### config.mk
export PLATFORM = sky130hd
export DESIGN_NAME = selective_repeat_reorder_receiver
export DESIGN_NICKNAME = d
export VERILOG_FILES = /design/src/design/srr_pkg.sv /design/src/design/srr_slot_mod.sv /design/src/design/selective_repeat_reorder_receiver.sv
export SDC_FILE = /design/constraint.sdc
export NUM_CORES = 1
export LEC_CHECK = 0
export BUFFER_PORTS_ARGS = -buffer_cell sky130_fd_sc_hd__buf_4
export CORE_ASPECT_RATIO = 0.8
export CORE_MARGIN = 2
export CORE_UTILIZATION = 60
export CTS_CLUSTER_DIAMETER = 50
export DETAILED_ROUTE_END_ITERATION = 8
export PLACE_DENSITY = 0.78
export SLEW_MARGIN = 30
export SYNTH_ARGS = -nofsm -noshare
export SYNTH_HDL_FRONTEND = slang
export SYNTH_SLANG_ARGS = --single-unit
### constraint.sdc
create_clock -name clk -period 15.7 [get_ports clk]
set_input_delay 3.925 -clock clk [delete_from_list [all_inputs] [get_ports clk]]
set_output_delay 3.925 -clock clk [all_outputs]
set_load 0.005 [all_outputs]
### src/design/srr_pkg.sv
`timescale 1ns / 1ps
// Shared types and constants for the selective-repeat reorder receiver.
package srr_pkg;

    localparam int BLK_W  = 24;
    localparam int PAY_W  = 64;
    localparam int CNT_W  = 32;
    localparam int KIND_W = 2;

    localparam logic [BLK_W-1:0] BLK_MAX = {BLK_W{1'b1}};
    localparam logic [CNT_W-1:0] CNT_MAX = {CNT_W{1'b1}};

    typedef enum logic [KIND_W-1:0] {
        KIND_DELIVER = 2'd0,
        KIND_ACK_NEW = 2'd1,
        KIND_ACK_DUP = 2'd2,
        KIND_DROP    = 2'd3
    } kind_t;

    typedef enum logic [1:0] {
        ST_IDLE,
        ST_DECIDE,
        ST_SCAN,
        ST_READ
    } state_t;

endpackage

### src/design/srr_slot_mod.sv
`timescale 1ns / 1ps
// Window slot of a block number: residue modulo WINDOW from per-byte tables, registered.
module srr_slot_mod import srr_pkg::*;
#(
    parameter int WINDOW = 16
)
(
    input  logic                        clk,
    input  logic                        load,
    input  logic [BLK_W-1:0]            number,
    output logic [$clog2(WINDOW)-1:0]   slot
);

    localparam int SW = $clog2(WINDOW);
    localparam int TW = 256 * SW;
    localparam logic [SW+1:0] ONE_W = (SW+2)'(WINDOW);
    localparam logic [SW+1:0] TWO_W = (SW+2)'(2 * WINDOW);

    function automatic logic [TW-1:0] res_table(input int shift);
        logic [TW-1:0] t;
        t = '0;
        for (int b = 0; b < 256; b++) begin
            t[b*SW +: SW] = SW'((b << shift) % WINDOW);
        end
        return t;
    endfunction

    localparam logic [TW-1:0] TAB0 = res_table(0);
    localparam logic [TW-1:0] TAB1 = res_table(8);
    localparam logic [TW-1:0] TAB2 = res_table(16);

    logic [SW-1:0] r0;
    logic [SW-1:0] r1;
    logic [SW-1:0] r2;
    logic [SW+1:0] sum;
    logic [SW-1:0] slot_next;
    logic [SW-1:0] slot_reg;

    always_comb
    begin
        r0  = TAB0[number[7:0]   * SW +: SW];
        r1  = TAB1[number[15:8]  * SW +: SW];
        r2  = TAB2[number[23:16] * SW +: SW];
        sum = (SW+2)'(r0) + (SW+2)'(r1) + (SW+2)'(r2);
        if (sum >= TWO_W)
        begin
            slot_next = SW'(sum - TWO_W);
        end
        else if (sum >= ONE_W)
        begin
            slot_next = SW'(sum - ONE_W);
        end
        else
        begin
            slot_next = SW'(sum);
        end
    end

    always_ff @(posedge clk)
    begin
        if (load)
        begin
            slot_reg <= slot_next;
        end
    end

    assign slot = slot_reg;

endmodule

### src/design/selective_repeat_reorder_receiver.sv
`timescale 1ns / 1ps
// Top level of the selective-repeat reorder receiver.
// Raise start with a block word for one cycle while busy is low. A duplicate or
// out-of-window block answers with one result, registered in the decide state. A new
// block answers with its in-order deliveries and then an ack: the decide state stores
// it, each delivery passes a scan and a read state (the single payload memory port
// reads one slot per delivery), and the ack follows the final scan. Results
// come one per strobe and cannot be held off; last marks the final one of a block.
// Write total_blocks only while busy is low and no result is pending.
module selective_repeat_reorder_receiver import srr_pkg::*;
#(
    parameter int WINDOW       = 16,
    parameter int PAYLOAD_BITS = 64
)
(
    input  logic               clk,
    input  logic               rst_n,
    input  logic               start,
    output logic               busy,
    input  logic [BLK_W-1:0]   block_number,
    input  logic [PAY_W-1:0]   payload,
    input  logic               cfg_wr_en,
    input  logic [BLK_W-1:0]   cfg_wr_data,
    output logic               result_valid,
    output logic [KIND_W-1:0]  kind,
    output logic [BLK_W-1:0]   block_id,
    output logic [PAY_W-1:0]   data_out,
    output logic [CNT_W-1:0]   duplicates_seen,
    output logic               transfer_done,
    output logic               last
);

    localparam int SW = $clog2(WINDOW);
    localparam logic [SW-1:0] SLOT_LAST = SW'(WINDOW - 1);

    state_t                  state_reg;
    state_t                  state_next;
    logic [BLK_W-1:0]        blk_reg;
    logic [BLK_W-1:0]        blk_next;
    logic [PAYLOAD_BITS-1:0] pay_reg;
    logic [PAYLOAD_BITS-1:0] pay_next;
    logic [BLK_W-1:0]        ne_reg;
    logic [BLK_W-1:0]        ne_next;
    logic [SW-1:0]           ne_slot_reg;
    logic [SW-1:0]           ne_slot_next;
    logic [CNT_W-1:0]        dup_cnt_reg;
    logic [CNT_W-1:0]        dup_cnt_next;
    logic [BLK_W-1:0]        total_reg;
    logic [WINDOW-1:0]       valid_reg;
    logic [WINDOW-1:0]       valid_next;
    logic [PAYLOAD_BITS-1:0] mem [WINDOW];
    logic [PAYLOAD_BITS-1:0] rd_data_reg;

    logic                    res_valid_reg;
    kind_t                   res_kind_reg;
    logic [BLK_W-1:0]        res_id_reg;
    logic [PAY_W-1:0]        res_data_reg;
    logic [CNT_W-1:0]        res_dups_reg;
    logic                    res_done_reg;
    logic                    res_last_reg;
    logic                    res_fire;
    kind_t                   res_kind_next;
    logic [BLK_W-1:0]        res_id_next;
    logic [PAY_W-1:0]        res_data_next;
    logic [CNT_W-1:0]        res_dups_next;
    logic                    res_done_next;
    logic                    res_last_next;

    logic                    accept;
    logic [SW-1:0]           slot_q;
    logic                    is_below;
    logic                    is_beyond;
    logic                    is_dup;
    logic                    head_valid;
    logic                    mem_we;
    logic                    mem_re;

    assign busy   = (state_reg != ST_IDLE);
    assign accept = start && !busy;

    srr_slot_mod #(
        .WINDOW (WINDOW)
    ) u_slot (
        .clk    (clk),
        .load   (accept),
        .number (block_number),
        .slot   (slot_q)
    );

    assign is_below   = (blk_reg < ne_reg);
    assign is_dup     = is_below || valid_reg[slot_q];
    assign is_beyond  = ({1'b0, blk_reg} >= ({1'b0, ne_reg} + (BLK_W+1)'(WINDOW)));
    assign head_valid = valid_reg[ne_slot_reg];

    always_comb
    begin
        case (state_reg)
            ST_IDLE:   state_next = accept ? ST_DECIDE : ST_IDLE;
            ST_DECIDE: state_next = (is_dup || is_beyond) ? ST_IDLE : ST_SCAN;
            ST_SCAN:   state_next = head_valid ? ST_READ : ST_IDLE;
            ST_READ:   state_next = ST_SCAN;
            default:   state_next = ST_IDLE;
        endcase
    end

    always_comb
    begin
        blk_next      = blk_reg;
        pay_next      = pay_reg;
        ne_next       = ne_reg;
        ne_slot_next  = ne_slot_reg;
        dup_cnt_next  = dup_cnt_reg;
        valid_next    = valid_reg;
        mem_we        = 1'b0;
        mem_re        = 1'b0;
        res_fire      = 1'b0;
        res_kind_next = KIND_ACK_NEW;
        res_id_next   = blk_reg;
        res_data_next = '0;
        res_last_next = 1'b1;
        case (state_reg)
            ST_IDLE:
            begin
                if (accept)
                begin
                    blk_next = block_number;
                    pay_next = payload[PAYLOAD_BITS-1:0];
                end
            end
            ST_DECIDE:
            begin
                if (is_dup)
                begin
                    if (dup_cnt_reg != CNT_MAX)
                    begin
                        dup_cnt_next = dup_cnt_reg + 1'b1;
                    end
                    res_fire      = 1'b1;
                    res_kind_next = KIND_ACK_DUP;
                end
                else if (is_beyond)
                begin
                    res_fire      = 1'b1;
                    res_kind_next = KIND_DROP;
                end
                else
                begin
                    mem_we             = 1'b1;
                    valid_next[slot_q] = 1'b1;
                end
            end
            ST_SCAN:
            begin
                if (head_valid)
                begin
                    mem_re = 1'b1;
                end
                else
                begin
                    res_fire      = 1'b1;
                    res_kind_next = KIND_ACK_NEW;
                end
            end
            ST_READ:
            begin
                valid_next[ne_slot_reg] = 1'b0;
                ne_next                 = ne_reg + 1'b1;
                if (ne_reg == BLK_MAX || ne_slot_reg == SLOT_LAST)
                begin
                    ne_slot_next = '0;
                end
                else
                begin
                    ne_slot_next = ne_slot_reg + 1'b1;
                end
                res_fire      = 1'b1;
                res_kind_next = KIND_DELIVER;
                res_id_next   = ne_reg;
                res_data_next = PAY_W'(rd_data_reg);
                res_last_next = 1'b0;
            end
            default:
            begin
                res_fire = 1'b0;
            end
        endcase
        res_dups_next = dup_cnt_next;
        res_done_next = (ne_next == total_reg);
    end

    always_ff @(posedge clk or negedge rst_n)
    begin
        if (!rst_n)
        begin
            state_reg     <= ST_IDLE;
            ne_reg        <= '0;
            ne_slot_reg   <= '0;
            dup_cnt_reg   <= '0;
            total_reg     <= '0;
            valid_reg     <= '0;
            res_valid_reg <= 1'b0;
        end
        else
        begin
            state_reg     <= state_next;
            ne_reg        <= ne_next;
            ne_slot_reg   <= ne_slot_next;
            dup_cnt_reg   <= dup_cnt_next;
            valid_reg     <= valid_next;
            res_valid_reg <= res_fire;
            if (cfg_wr_en)
            begin
                total_reg <= cfg_wr_data;
            end
        end
    end

    always_ff @(posedge clk)
    begin
        blk_reg <= blk_next;
        pay_reg <= pay_next;
        if (res_fire)
        begin
            res_kind_reg <= res_kind_next;
            res_id_reg   <= res_id_next;
            res_data_reg <= res_data_next;
            res_dups_reg <= res_dups_next;
            res_done_reg <= res_done_next;
            res_last_reg <= res_last_next;
        end
    end

    always_ff @(posedge clk)
    begin
        if (mem_we)
        begin
            mem[slot_q] <= pay_reg;
        end
        if (mem_re)
        begin
            rd_data_reg <= mem[ne_slot_reg];
        end
    end

    assign result_valid    = res_valid_reg;
    assign kind            = res_kind_reg;
    assign block_id        = res_id_reg;
    assign data_out        = res_data_reg;
    assign duplicates_seen = res_dups_reg;
    assign transfer_done   = res_done_reg;
    assign last            = res_last_reg;

    a_no_rw_overlap: assert property (@(posedge clk) disable iff (!rst_n)
        !(mem_we && mem_re))
        else $error("payload memory written and read in one cycle");

    a_read_hits_valid: assert property (@(posedge clk) disable iff (!rst_n)
        state_reg == ST_READ |-> valid_reg[ne_slot_reg])
        else $error("delivery from an empty slot");

    a_last_frees_block: assert property (@(posedge clk) disable iff (!rst_n)
        result_valid && last |-> !busy)
        else $error("final word shown while block still busy");

    a_slot_in_range: assert property (@(posedge clk) disable iff (!rst_n)
        ne_slot_reg <= SLOT_LAST)
        else $error("head slot pointer out of window");

    a_delivery_advances: assert property (@(posedge clk) disable iff (!rst_n)
        state_reg == ST_READ |=> ne_reg == $past(ne_reg) + 1'b1)
        else $error("next expected number did not advance on delivery");

endmodule
==> run summary <==
post-CTS setup buffer count = 0
data required time of the worst path = 11.77 ns
Slew @ Worst Pin = 0.987 ns
synth top area cells = edfxtp_1 (72%), mux4_2 (14%), dfrtp_1 (4.8%), xnor2_1 (1.3%), ha_1 (1.2%)
fin crit share = 39.2%
Layout area overhead = 14.3%
Max H-tree Level = 4
# Max-Cap Violations = 0
Post-Synthesis Net Count = 2,704
slew margin rel. = 34.2%
Post-Syn Instances = 2,537
post-synth top area share = 72.1%
worst skew pair latency = 0.73 ns
Critical Path Max Stage Delay = 0.86 ns
Final Hold Viols = 0
Avg Cell Area, Syn = 21.4 um^2
Buffers on Ports = 241
final core occ = 69.3%
crit-path max FO = 38
DR pass1 iterations = 7
Setup crit end kind = output pin
number of fillers in the final layout = 5,234
grt ovf = 0
FP Rows = 98
status = finished clean
Iter 0 DRT Violations = 3,476
CP cell instances = inv_1 -> nand2_1 -> buf_4
CTS Hold Bufs = 0
WL final = 128 mm
delay-heaviest family, CP = flip-flops
clk sinks = 1,403
asr flop ratio synth = 7.34%
Power Density = 164 nW/um^2
Post-Layout Cell Count = 4,151
Tot GR Track Use = 28.1%
CTS tree = built
Final #Nets = 3,009
routed vias/inst = 6.52
Cell Area, Synth = 54,200 um^2
largest net degree at the start of global routing = 157
CTS Buf Count = 137
Post-synth EDFFs = 1,300
worst hold margin = 0.497 ns
Setup CP Type = flop to output pin
ANT nets after route = 0
setup violators final = 0
Final GP Congestion = 0.915
pre-CTS setup slack = 9.50 ns
Post-Route Skew = 0.0280 ns
vias in the first global route = 28.1k
crit path time final = 6.15 ns
fraction of layout cells with a size suffix above 1 = 29.5%
die height = 273 um
max-slew violation count = 0
Die X = 340 um
first-pass GRT wire length = 188 mm
Yosys warnings = 0
CTS Buffer Depth = 3
RSZ-0062 raised after global routing = no
most numerous cell in the Yosys netlist = edfxtp_1
Biggest register = mem
max reg flops = 1,024
TNS Setup = 0 ns
Worst Setup Slack, final = 9.55 ns
dpl cells = 3,898
leakage = 20.4 nW
clk root buf = clkbuf_16
Critical Path AT = 2.23 ns
Synth area leader = edfxtp_1
WP buf/inv = 2
post-DR wirelength/cell = 30.8 um
fmax = 163 MHz
slowest CP cell = dfrtp_4
hpwl dp = 65.4 mm
core area = 89,400 um^2
main flop type after synthesis = edfxtp_1
I/O Pins = 242
initial core utilization = 60.6%
Post-synth top cells = edfxtp_1 (1,300), mux4_2 (329), dfrtp_1 (103), and3_1 (85), xnor2_1 (80)
die area = 92,700 um^2
Worst-path clk slew = 0.06 ns
Peak VDD IR = 105 uV
drt drc = 0
post-cts repair resize count = 0
HP Class = flop to flop
initial antenna violation count = 7
via count = 27.1k
post-synthesis sequential area ratio = 76.8%
Synth cell types = 65
Setup crit start kind = flop
#FFs+latches synth = 1,403
[kinds of logic (layout without fill, tap and decap cells)]
| group | count (synthesis) | count (layout) | synth area share (%) |
|---|---|---|---|
| adder cells (fa/ha/maj) | 51 | 51 | 1.18 |
| AND/OR/NAND/NOR | 358 | 358 | 3.68 |
| multiplexers | 356 | 356 | 14.2 |
| AO/OA/AOI/OAI | 116 | 116 | 1.42 |
| other | 0 | 3 | 0 |
| flip-flops | 1403 | 1403 | 76.8 |
| buffers and inverters | 160 | 571 | 1.16 |
| XOR/XNOR | 93 | 93 | 1.53 |
[power breakdown]
group          leakage, nW  total, W  internal [W]  switching (W)
clock network         2.06   0.00315       0.00176        0.00138
registers             13.2   0.00494       0.00460       0.000342
logic                 5.19   0.00208       0.00106        0.00102
total                 20.4    0.0102       0.00742        0.00274
[per-layer routing]
| layer | up-vias | wire length, um | GRT usage [%] |
|---|---|---|---|
| met5 | - | 22 | 0 |
| met4 | 4 | 3500 | 9.34 |
| met3 | 232 | 11500 | 4.90 |
| met2 | 1595 | 65100 | 46.4 |
| met1 | 14100 | 47700 | 38.8 |
| li1 | 11100 | - | - |
[metrics by stage]
step           area [um^2]  power, W
2_1_floorplan        54200   0.00627
3_3_place_gp         57500   0.00697
6_report             62000    0.0102
3_5_place_dp         57600   0.00706
5_1_grt              62000    0.0105
4_1_cts              61800    0.0102
[final timing paths]
check,from,to,slack (ns),depth (start not counted)
worst max-delay path,state_reg[0],busy,9.55,3
worst min-delay path,dup_cnt_reg[23],dup_cnt_reg[23],0.50,1
worst max register to register,ne_reg[5],duplicates_seen[1],9.65,14
worst min register to register,dup_cnt_reg[23],dup_cnt_reg[23],0.50,1
max in group asynchronous,rst_n,ne_slot_reg[2],11.38,2
min in group asynchronous,rst_n,dup_cnt_reg[15],3.14,1
[cells in the final DEF, fill, tap and decap left out, drive strengths merged, types with 25 or more instances in the layout]
cell type / Yosys / layout
xnor2: 80 / 80
edfxtp: 1300 / 1300
ha: 51 / 51
dfrtp: 103 / 103
nor2: 30 / 30
o21ai: 42 / 42
nand2: 79 / 79
buf: 43 / 289
clkinv: 2 / 47
nand3: 50 / 50
inv: 35 / 50
and3: 86 / 86
clkbuf: 80 / 172
mux2: 25 / 25
mux4: 329 / 329
nand4: 39 / 39
[area by class of cell]
cell class	count	area, um^2	share of cell area (%)
repair buffers	289	2340	3.77
flip-flops and latches	1403	41600	67.2
multi-input cells	974	12100	19.5
well taps	1200	1500	2.42
clock inverters	73	588	0.949
inverters	37	139	0.224
clock buffers	172	3650	5.90
diodes	3	7.51	0.0121
Power figures use the tool's default switching activity.
